--- src/lsu_pkg.sv ---
`timescale 1ns / 1ps
`default_nettype none
// ----------------------------------------------------------------------------
// lsu_pkg
// Shared types, constants and the control program of the Legendre symbol unit.
// ----------------------------------------------------------------------------
package lsu_pkg;

	// symbol encodings, two's complement in two bits
	localparam logic [1:0] SYM_ZERO = 2'b00;
	localparam logic [1:0] SYM_POS  = 2'b01;
	localparam logic [1:0] SYM_NEG  = 2'b11;

	// constants of the special cases
	localparam int MOD_TWO    = 2;
	localparam int RES_TWO    = 2;
	localparam logic [2:0] MOD8_ONE   = 3'd1;
	localparam logic [2:0] MOD8_SEVEN = 3'd7;
	localparam logic [1:0] MOD4_ONE   = 2'd1;

	// program layout
	localparam int PC_W     = 3;
	localparam int PROG_LEN = 6;

	localparam logic [PC_W-1:0] STEP_LOAD   = 3'd0;
	localparam logic [PC_W-1:0] STEP_DIV    = 3'd1;
	localparam logic [PC_W-1:0] STEP_FIX    = 3'd2;
	localparam logic [PC_W-1:0] STEP_CLASS  = 3'd3;
	localparam logic [PC_W-1:0] STEP_SEARCH = 3'd4;
	localparam logic [PC_W-1:0] STEP_EMIT   = 3'd5;

	typedef enum logic [2:0] {
		OP_LOAD,
		OP_DIV,
		OP_FIX,
		OP_CLASS,
		OP_SEARCH,
		OP_EMIT
	} op_t;

	typedef enum logic [2:0] {
		COND_NEVER,
		COND_NO_INPUT,
		COND_BITS_LEFT,
		COND_DECIDED,
		COND_SEARCH_BUSY,
		COND_OUT_BLOCKED
	} cond_t;

	typedef struct packed {
		op_t             op;
		cond_t           cond;
		logic [PC_W-1:0] target;
	} ucode_t;

	// datapath flags tested by the sequencer
	typedef struct packed {
		logic no_input;
		logic bits_left;
		logic decided;
		logic search_busy;
		logic out_blocked;
	} status_t;

	// control store: jump to target when the condition holds, else next step
	function automatic ucode_t ucode_rom(input logic [PC_W-1:0] pc);
		ucode_t w;
		case (pc)
			STEP_LOAD:   w = '{op: OP_LOAD,   cond: COND_NO_INPUT,    target: STEP_LOAD};
			STEP_DIV:    w = '{op: OP_DIV,    cond: COND_BITS_LEFT,   target: STEP_DIV};
			STEP_FIX:    w = '{op: OP_FIX,    cond: COND_NEVER,       target: STEP_LOAD};
			STEP_CLASS:  w = '{op: OP_CLASS,  cond: COND_DECIDED,     target: STEP_EMIT};
			STEP_SEARCH: w = '{op: OP_SEARCH, cond: COND_SEARCH_BUSY, target: STEP_SEARCH};
			STEP_EMIT:   w = '{op: OP_EMIT,   cond: COND_OUT_BLOCKED, target: STEP_EMIT};
			default:     w = '{op: OP_LOAD,   cond: COND_NEVER,       target: STEP_LOAD};
		endcase
		return w;
	endfunction

endpackage
`default_nettype wire

--- src/lsu_sequencer.sv ---
`timescale 1ns / 1ps
`default_nettype none
// ----------------------------------------------------------------------------
// lsu_sequencer
// Step counter over the control store with conditional jumps.
// ----------------------------------------------------------------------------
module lsu_sequencer import lsu_pkg::*; (
	input  wire logic    clk,
	input  wire logic    arst_n,
	input  wire status_t status,
	output op_t          op
);

	logic [PC_W-1:0] pc_q;
	logic [PC_W-1:0] pc_next;
	ucode_t          word;
	logic            jump;

	assign word = ucode_rom(pc_q);
	assign op   = word.op;

	always_comb begin
		case (word.cond)
			COND_NEVER:       jump = 1'b0;
			COND_NO_INPUT:    jump = status.no_input;
			COND_BITS_LEFT:   jump = status.bits_left;
			COND_DECIDED:     jump = status.decided;
			COND_SEARCH_BUSY: jump = status.search_busy;
			COND_OUT_BLOCKED: jump = status.out_blocked;
			default:          jump = 1'b0;
		endcase
	end

	// the last step wraps to the first
	always_comb begin
		if (jump) begin
			pc_next = word.target;
		end else if (pc_q == PC_W'(PROG_LEN - 1)) begin
			pc_next = STEP_LOAD;
		end else begin
			pc_next = pc_q + PC_W'(1);
		end
	end

	always_ff @(posedge clk or negedge arst_n) begin
		if (!arst_n) begin
			pc_q <= STEP_LOAD;
		end else begin
			pc_q <= pc_next;
		end
	end

endmodule
`default_nettype wire

--- src/lsu_datapath.sv ---
`timescale 1ns / 1ps
`default_nettype none
// ----------------------------------------------------------------------------
// lsu_datapath
// Bit-serial reduction, sign fix, special-case decode, square search and output word.
// ----------------------------------------------------------------------------
module lsu_datapath import lsu_pkg::*; #(
	parameter int NUM_WIDTH = 32,
	parameter int MOD_WIDTH = 16
) (
	input  wire logic                 clk,
	input  wire logic                 arst_n,
	input  wire op_t                  op,
	input  wire logic                 in_valid,
	input  wire logic [NUM_WIDTH-1:0] number,
	input  wire logic [MOD_WIDTH-1:0] modulus,
	input  wire logic                 out_stall,
	output status_t                   status,
	output logic                      out_valid,
	output logic [1:0]                symbol
);

	localparam int CNT_W = $clog2(NUM_WIDTH);

	logic [NUM_WIDTH-1:0] mag_q;
	logic                 neg_q;
	logic [MOD_WIDTH-1:0] p_q;
	logic [MOD_WIDTH-1:0] rem_q;
	logic [CNT_W-1:0]     cnt_q;
	logic [MOD_WIDTH-1:0] half_q;
	logic [MOD_WIDTH-1:0] i_q;
	logic [MOD_WIDTH-1:0] odd_q;
	logic [MOD_WIDTH-1:0] s_q;
	logic [1:0]           res_q;
	logic                 out_valid_q;
	logic [1:0]           symbol_q;

	logic [MOD_WIDTH:0]   p_ext;
	logic [MOD_WIDTH:0]   rem_sh;
	logic [MOD_WIDTH-1:0] rem_div;
	logic [MOD_WIDTH+2:0] p_wide;
	logic [2:0]           p_lo3;
	logic                 decided;
	logic [1:0]           cls_sym;
	logic [MOD_WIDTH:0]   sum;
	logic [MOD_WIDTH-1:0] s_next;
	logic                 found;
	logic                 last;
	logic                 out_blocked;

	assign p_ext  = {1'b0, p_q};
	assign p_wide = {3'b000, p_q};
	assign p_lo3  = p_wide[2:0];

	// one restoring division step per cycle
	assign rem_sh = {rem_q, mag_q[NUM_WIDTH-1]};
	always_comb begin
		if (rem_sh >= p_ext) begin
			rem_div = MOD_WIDTH'(rem_sh - p_ext);
		end else begin
			rem_div = rem_sh[MOD_WIDTH-1:0];
		end
	end

	always_comb begin
		decided = 1'b1;
		cls_sym = SYM_ZERO;
		if (p_q == '0 || rem_q == '0) begin
			cls_sym = SYM_ZERO;
		end else if (p_q == MOD_WIDTH'(MOD_TWO)) begin
			cls_sym = SYM_POS;
		end else if (rem_q == MOD_WIDTH'(RES_TWO)) begin
			cls_sym = (p_lo3 == MOD8_ONE || p_lo3 == MOD8_SEVEN) ? SYM_POS : SYM_NEG;
		end else if (rem_q == p_q - MOD_WIDTH'(1)) begin
			cls_sym = (p_lo3[1:0] == MOD4_ONE) ? SYM_POS : SYM_NEG;
		end else begin
			decided = 1'b0;
		end
	end

	// running square: i*i = (i-1)*(i-1) + (2i-1), kept reduced mod p
	assign sum = {1'b0, s_q} + {1'b0, odd_q};
	always_comb begin
		if (sum >= p_ext) begin
			s_next = MOD_WIDTH'(sum - p_ext);
		end else begin
			s_next = sum[MOD_WIDTH-1:0];
		end
	end
	assign found = (s_next == rem_q);
	assign last  = (i_q == half_q);

	assign out_blocked = out_valid_q && out_stall;

	assign status.no_input    = !in_valid;
	assign status.bits_left   = (cnt_q != '0);
	assign status.decided     = decided;
	assign status.search_busy = !found && !last;
	assign status.out_blocked = out_blocked;

	always_ff @(posedge clk) begin
		case (op)
			OP_LOAD: begin
				if (in_valid) begin
					neg_q <= number[NUM_WIDTH-1];
					mag_q <= number[NUM_WIDTH-1] ? (~number + NUM_WIDTH'(1)) : number;
					p_q   <= modulus;
					rem_q <= '0;
					cnt_q <= CNT_W'(NUM_WIDTH - 1);
				end
			end
			OP_DIV: begin
				rem_q <= rem_div;
				mag_q <= mag_q << 1;
				cnt_q <= cnt_q - CNT_W'(1);
			end
			OP_FIX: begin
				if (neg_q && rem_q != '0) begin
					rem_q <= p_q - rem_q;
				end
			end
			OP_CLASS: begin
				res_q  <= cls_sym;
				half_q <= p_q >> 1;
				i_q    <= MOD_WIDTH'(1);
				odd_q  <= MOD_WIDTH'(1);
				s_q    <= '0;
			end
			OP_SEARCH: begin
				s_q   <= s_next;
				i_q   <= i_q + MOD_WIDTH'(1);
				odd_q <= odd_q + MOD_WIDTH'(2);
				res_q <= found ? SYM_POS : SYM_NEG;
			end
			OP_EMIT: begin
				if (!out_blocked) begin
					symbol_q <= res_q;
				end
			end
			default: begin
			end
		endcase
	end

	always_ff @(posedge clk or negedge arst_n) begin
		if (!arst_n) begin
			out_valid_q <= 1'b0;
		end else if (op == OP_EMIT && !out_blocked) begin
			out_valid_q <= 1'b1;
		end else if (out_valid_q && !out_stall) begin
			out_valid_q <= 1'b0;
		end
	end

	assign out_valid = out_valid_q;
	assign symbol    = symbol_q;

	a_sym_code: assert property (@(posedge clk) disable iff (!arst_n)
		out_valid_q |-> symbol_q != 2'b10)
		else $error("output word carries an invalid symbol code");

	a_square_reduced: assert property (@(posedge clk) disable iff (!arst_n)
		op == OP_SEARCH |-> s_q < p_q)
		else $error("running square not reduced below modulus");

	a_search_bound: assert property (@(posedge clk) disable iff (!arst_n)
		op == OP_SEARCH |-> (i_q <= half_q && i_q != '0))
		else $error("search index outside 1..p/2");

	a_emit_sets_valid: assert property (@(posedge clk) disable iff (!arst_n)
		(op == OP_EMIT && !out_blocked) |=> out_valid_q)
		else $error("emitted word not presented");

	a_drain: assert property (@(posedge clk) disable iff (!arst_n)
		(out_valid_q && !out_stall && op != OP_EMIT) |=> !out_valid_q)
		else $error("taken word presented again");

endmodule
`default_nettype wire

--- src/legendre_symbol_unit_core.sv ---
`timescale 1ns / 1ps
`default_nettype none
// ----------------------------------------------------------------------------
// legendre_symbol_unit_core
// Legendre symbol of a signed number with respect to a positive modulus.
// ----------------------------------------------------------------------------
// Input channel: number (signed) and modulus with in_valid / in_stall. A word
// is taken when in_valid is high and in_stall is low; in_stall is low only
// while the sequencer sits on its load step.
// Output channel: symbol (01 residue, 11 non-residue, 00 divisible) with
// out_valid / out_stall, held in an output register until taken.
// Steps: a load step, bit-serial reduction over all NUM_WIDTH bits of the
// number, a sign fix, a special-case decode, then a search over candidates
// from 1 up to modulus/2 (one candidate square per cycle), then an emit step
// that writes the output register; special cases skip the search. One word
// is in work at a time, and the search loop sets the throughput.
// While the receiver stalls, a finished word waits in the output register and
// the next input word is still taken; a second finished word waits on the
// emit step until the register frees up.
// Reset clears the step counter to the load step and drops out_valid.
// ----------------------------------------------------------------------------
module legendre_symbol_unit_core import lsu_pkg::*; #(
	parameter int NUM_WIDTH = 32,
	parameter int MOD_WIDTH = 16
) (
	input  wire logic                 clk,
	input  wire logic                 arst_n,
	input  wire logic                 in_valid,
	output logic                      in_stall,
	input  wire logic [NUM_WIDTH-1:0] number,
	input  wire logic [MOD_WIDTH-1:0] modulus,
	output logic                      out_valid,
	input  wire logic                 out_stall,
	output logic [1:0]                symbol
);

	op_t     op;
	status_t status;

	assign in_stall = (op != OP_LOAD);

	lsu_sequencer u_seq (
		.clk    (clk),
		.arst_n (arst_n),
		.status (status),
		.op     (op)
	);

	lsu_datapath #(
		.NUM_WIDTH (NUM_WIDTH),
		.MOD_WIDTH (MOD_WIDTH)
	) u_dp (
		.clk       (clk),
		.arst_n    (arst_n),
		.op        (op),
		.in_valid  (in_valid),
		.number    (number),
		.modulus   (modulus),
		.out_stall (out_stall),
		.status    (status),
		.out_valid (out_valid),
		.symbol    (symbol)
	);

endmodule
`default_nettype wire
--- config.mk ---
export PLATFORM = sky130hd
export DESIGN_NAME = legendre_symbol_unit_core
export DESIGN_NICKNAME = d
export VERILOG_FILES = /design/src/lsu_pkg.sv /design/src/lsu_sequencer.sv /design/src/lsu_datapath.sv /design/src/legendre_symbol_unit_core.sv
export SDC_FILE = /design/constraint.sdc
export NUM_CORES = 1
export LEC_CHECK = 0
export BUFFER_PORTS_ARGS = -buffer_cell sky130_fd_sc_hd__buf_2
export CAP_MARGIN = 20
export CORE_MARGIN = 1.5
export CORE_UTILIZATION = 38
export CTS_BUF_LIST = sky130_fd_sc_hd__clkbuf_8 sky130_fd_sc_hd__clkbuf_16
export DETAILED_ROUTE_END_ITERATION = 10
export HOLD_SLACK_MARGIN = 0.12
export SKIP_CTS_REPAIR_TIMING = 1
export SYNTH_ARGS = -nofsm -noshare
export SYNTH_HDL_FRONTEND = slang
export SYNTH_HIERARCHICAL = 1
export SYNTH_SLANG_ARGS = --single-unit
--- constraint.sdc ---
create_clock -name clk -period 6.89 [get_ports clk]
set_input_delay 1.378 -clock clk [delete_from_list [all_inputs] [get_ports clk]]
set_output_delay 1.378 -clock clk [all_outputs]
set_load 0.01 [all_outputs]
==> impl_metrics.env <==
export IMPL_synth_mux_area_share_pct=2.36
export IMPL_wirelength_um=28000
export IMPL_critPathLaunchType="register"
export IMPL_grtUsageTotal_pct=18.9
export IMPL_synth_most_common_cell="edfxtp_1"
export IMPL_avgRoutedWirePerCell_um=17.4
export IMPL_crit_fanout=18
export IMPL_slew_violations=0
export IMPL_synth_compound_area_share_pct=16.7
export IMPL_remaining_drc_errors=0
export IMPL_synth_edf_count=136
export IMPL_port_buffers=55
export IMPL_antenna_found_initial=0
export IMPL_tns_ns=0
export IMPL_cts_buffer_depth=2
export IMPL_fin_crit_sh_pct=86.4
export IMPL_drtIter0Drc=788
export IMPL_firstDrtPassIters=6
export IMPL_synth_top_cell_area_share_pct=36.9
export IMPL_critPathKind="reg2reg"
export IMPL_synth_top_family_by_area="simple AND/OR/NAND/NOR gates"
export IMPL_cp_slowest_cell="edfxtp_1"
export IMPL_drv_cap=0
export IMPL_vias_per_cell=5.43
export IMPL_synth_seq_cells=140
export IMPL_nNetsFinal=1342
export IMPL_ys_seq_area_share_pct=37.8
export IMPL_cts_sinks=140
export IMPL_cts_tree="built"
export IMPL_cts_root_buffer="clkbuf_16"
export IMPL_status="finished, final reports clean"
export IMPL_hold_viol=0
export IMPL_cpLargestDelayFamily="compound AO/OA/AOI/OAI gates"
export IMPL_antenna_diode_count=0
export IMPL_core_um2=28700
export IMPL_fillers=2854
export IMPL_path_cells="ha_1 -> a211oi_2 -> nor3_1 -> o22a_1 -> and4_1 -> or3_1 -> ha_1 -> nand4_1 -> nor4_1 -> or3_1 -> a221oi_4 -> o211ai_4 -> mux2_4 -> xnor2_1 -> a2111o_1 -> nor4_2 -> nor2_1 -> mux2i_1 -> o21ai_0 -> o31ai_4 -> nor3_1 -> a311oi_1"
export IMPL_synthDistinctLibCells=90
export IMPL_grt_pass1_vias=8307
export IMPL_yosys_top_cells_area="edfxtp_1, ha_1, xnor2_1, xor2_1, nand2_1"
export IMPL_ctsHtreeMaxLevel=4
export IMPL_ios=56
export IMPL_path_buf_inv=0
export IMPL_hpwl_um=21200
export IMPL_relSlewSlack_pct=29.1
export IMPL_cts_made_buffers=17
export IMPL_synth_ff_type="edfxtp_1"
export IMPL_layout_drive_gt1_share_pct=11.1
export IMPL_syn_area_um2=11100
export IMPL_netlist_top_cell_by_area="edfxtp_1"
export IMPL_max_freq_mhz=168
export IMPL_core_rowCount=62
export IMPL_syn_area_per_cell_um2=9.39
export IMPL_vias=8744
export IMPL_synthArstFlopShare_pct=2.86
export IMPL_yosys_area_share_simple_pct=18.2
export IMPL_area_growth_pct=10.7
export IMPL_place_gp_congestion=0.895
export IMPL_grt_ovfl_total=0
export IMPL_min_period_ns=5.95
export IMPL_setup_viol=0
export IMPL_fp_dieW_um=174
export IMPL_synthTopCellsByCount="edfxtp_1, nand2_1, nor2_1"
export IMPL_synth_fp_nets=1308
export IMPL_synth_adder_area_share_pct=8.86
export IMPL_grt_pass1_wl_um=44800
export IMPL_ant_nets=0
export IMPL_worst_path_largest_cell_delay_ns=0.48
export IMPL_clk_pin_slew_ns=0.07
export IMPL_hold_path_class="reg2reg"
export IMPL_start_util_pct=38.6
export IMPL_insertion_delay_ns=0.44
export IMPL_synthCells=1180
export IMPL_ys_warnings_count=6
export IMPL_die_h_um=174
export IMPL_fin_worst_skew_ns=0.0134
export IMPL_rsz0062_at_grt="false"
export IMPL_required_ns=7.24
export IMPL_grt_max_degree=70
export IMPL_dieArea_um2=30200
export IMPL_end_kind="register"
export IMPL_synth_xor_area_share_pct=11.9
export IMPL_arrival_ns=6.30
export IMPL_worst_pin_slew_ns=1.06
metrics by stage:
step	instance area, um^2	hold WS, ns	util, %	setup WS, ns	instances
2_1_floorplan	11100	0.400	-	1.68	1180
3_3_place_gp	11700	0.471	40.6	1.10	1579
3_5_place_dp	11700	0.452	40.6	0.962	1579
4_1_cts	12300	0.473	42.7	0.927	1611
5_1_grt	12300	0.489	42.7	0.494	1611
6_report	12300	0.453	42.7	0.937	1611
worst paths after layout:
| kind | cells after the start | slack (ns) | endpoint | startpoint |
|---|---|---|---|---|
| setup reg to reg | 22 | 0.94 | u_seq/pc_q[2] | u_dp/odd_q[1] |
| setup / recovery | 22 | 0.94 | u_seq/pc_q[2] | u_dp/odd_q[1] |
| min in group asynchronous | 1 | 0.73 | u_seq/pc_q[2] | arst_n |
| hold reg to reg | 0 | 0.45 | u_dp/symbol[1] | u_dp/res_q[1] |
| hold / removal | 0 | 0.45 | u_dp/symbol[1] | u_dp/res_q[1] |
| max in group asynchronous | 1 | 6.03 | u_dp/out_valid | arst_n |
logic make-up (layout without fill, tap and decap cells):
family / Yosys count / in the layout
and+or+nand+nor: 408 / 408
AOI/OAI and AO/OA: 273 / 273
adders and majority gates: 76 / 76
buffers and inverters: 108 / 155
muxes: 25 / 25
DFF: 140 / 140
xor gates and xnor gates: 150 / 150
layout make-up:
cell class	count	area, um^2	area share, %
timing repair buffer	60	313	2.55
clock inverter	15	174	1.42
sequential	140	4180	34.1
multi-input combinational	932	6440	52.6
inverter	63	236	1.93
clock buffer	17	425	3.47
tap	384	480	3.92
per-layer routing:
layer	vias up	global-route usage, %	share of wire (%)
li1	4384	-	-
met1	4117	26.7	49
met2	218	29.1	45
met3	25	2.96	4.3
met4	0	6.79	2.0
met5	-	0	0
state kept, by name, indices dropped and copies added (netlist names):
| name | count |
|---|---|
| u_dp/cnt_q | 5 |
| u_dp/half_q | 15 |
| u_dp/i_q | 16 |
| u_dp/mag_q | 32 |
| u_dp/neg_q | 1 |
| u_dp/odd_q | 15 |
| u_dp/out_valid | 1 |
| u_dp/p_q | 16 |
| u_dp/rem_q | 16 |
| u_dp/res_q | 2 |
| u_dp/s_q | 16 |
| u_dp/symbol | 2 |
| u_seq/pc_q | 3 |
cell usage in the layout (no fill, tap or decap), types with 4 or more instances in the layout:
cell type / n
nand2_1: 104
dfrtp_1: 4
or2_2: 6
nand3_1: 36
o21bai_1: 9
xor2_1: 70
fa_1: 4
buf_4: 5
and3_1: 13
nand4_1: 21
nand2b_1: 9
o21ai_0: 72
a31oi_1: 8
a21oi_2: 4
or4_1: 10
or3_1: 20
buf_2: 55
o21ai_1: 7
a21o_1: 12
ha_1: 72
nor3_1: 31
o22ai_1: 17
nor4_1: 11
o31ai_1: 13
clkinvlp_4: 6
o21a_1: 8
xnor2_1: 79
a21oi_1: 63
inv_1: 63
mux2i_1: 19
nor2b_1: 8
and2_1: 8
edfxtp_1: 136
o41ai_1: 6
nor2_1: 104
a211oi_1: 6
clkbuf_16: 17
Power is not shown: default switching activity piles up to over one toggle a cycle in this logic, so the estimate is an artifact.
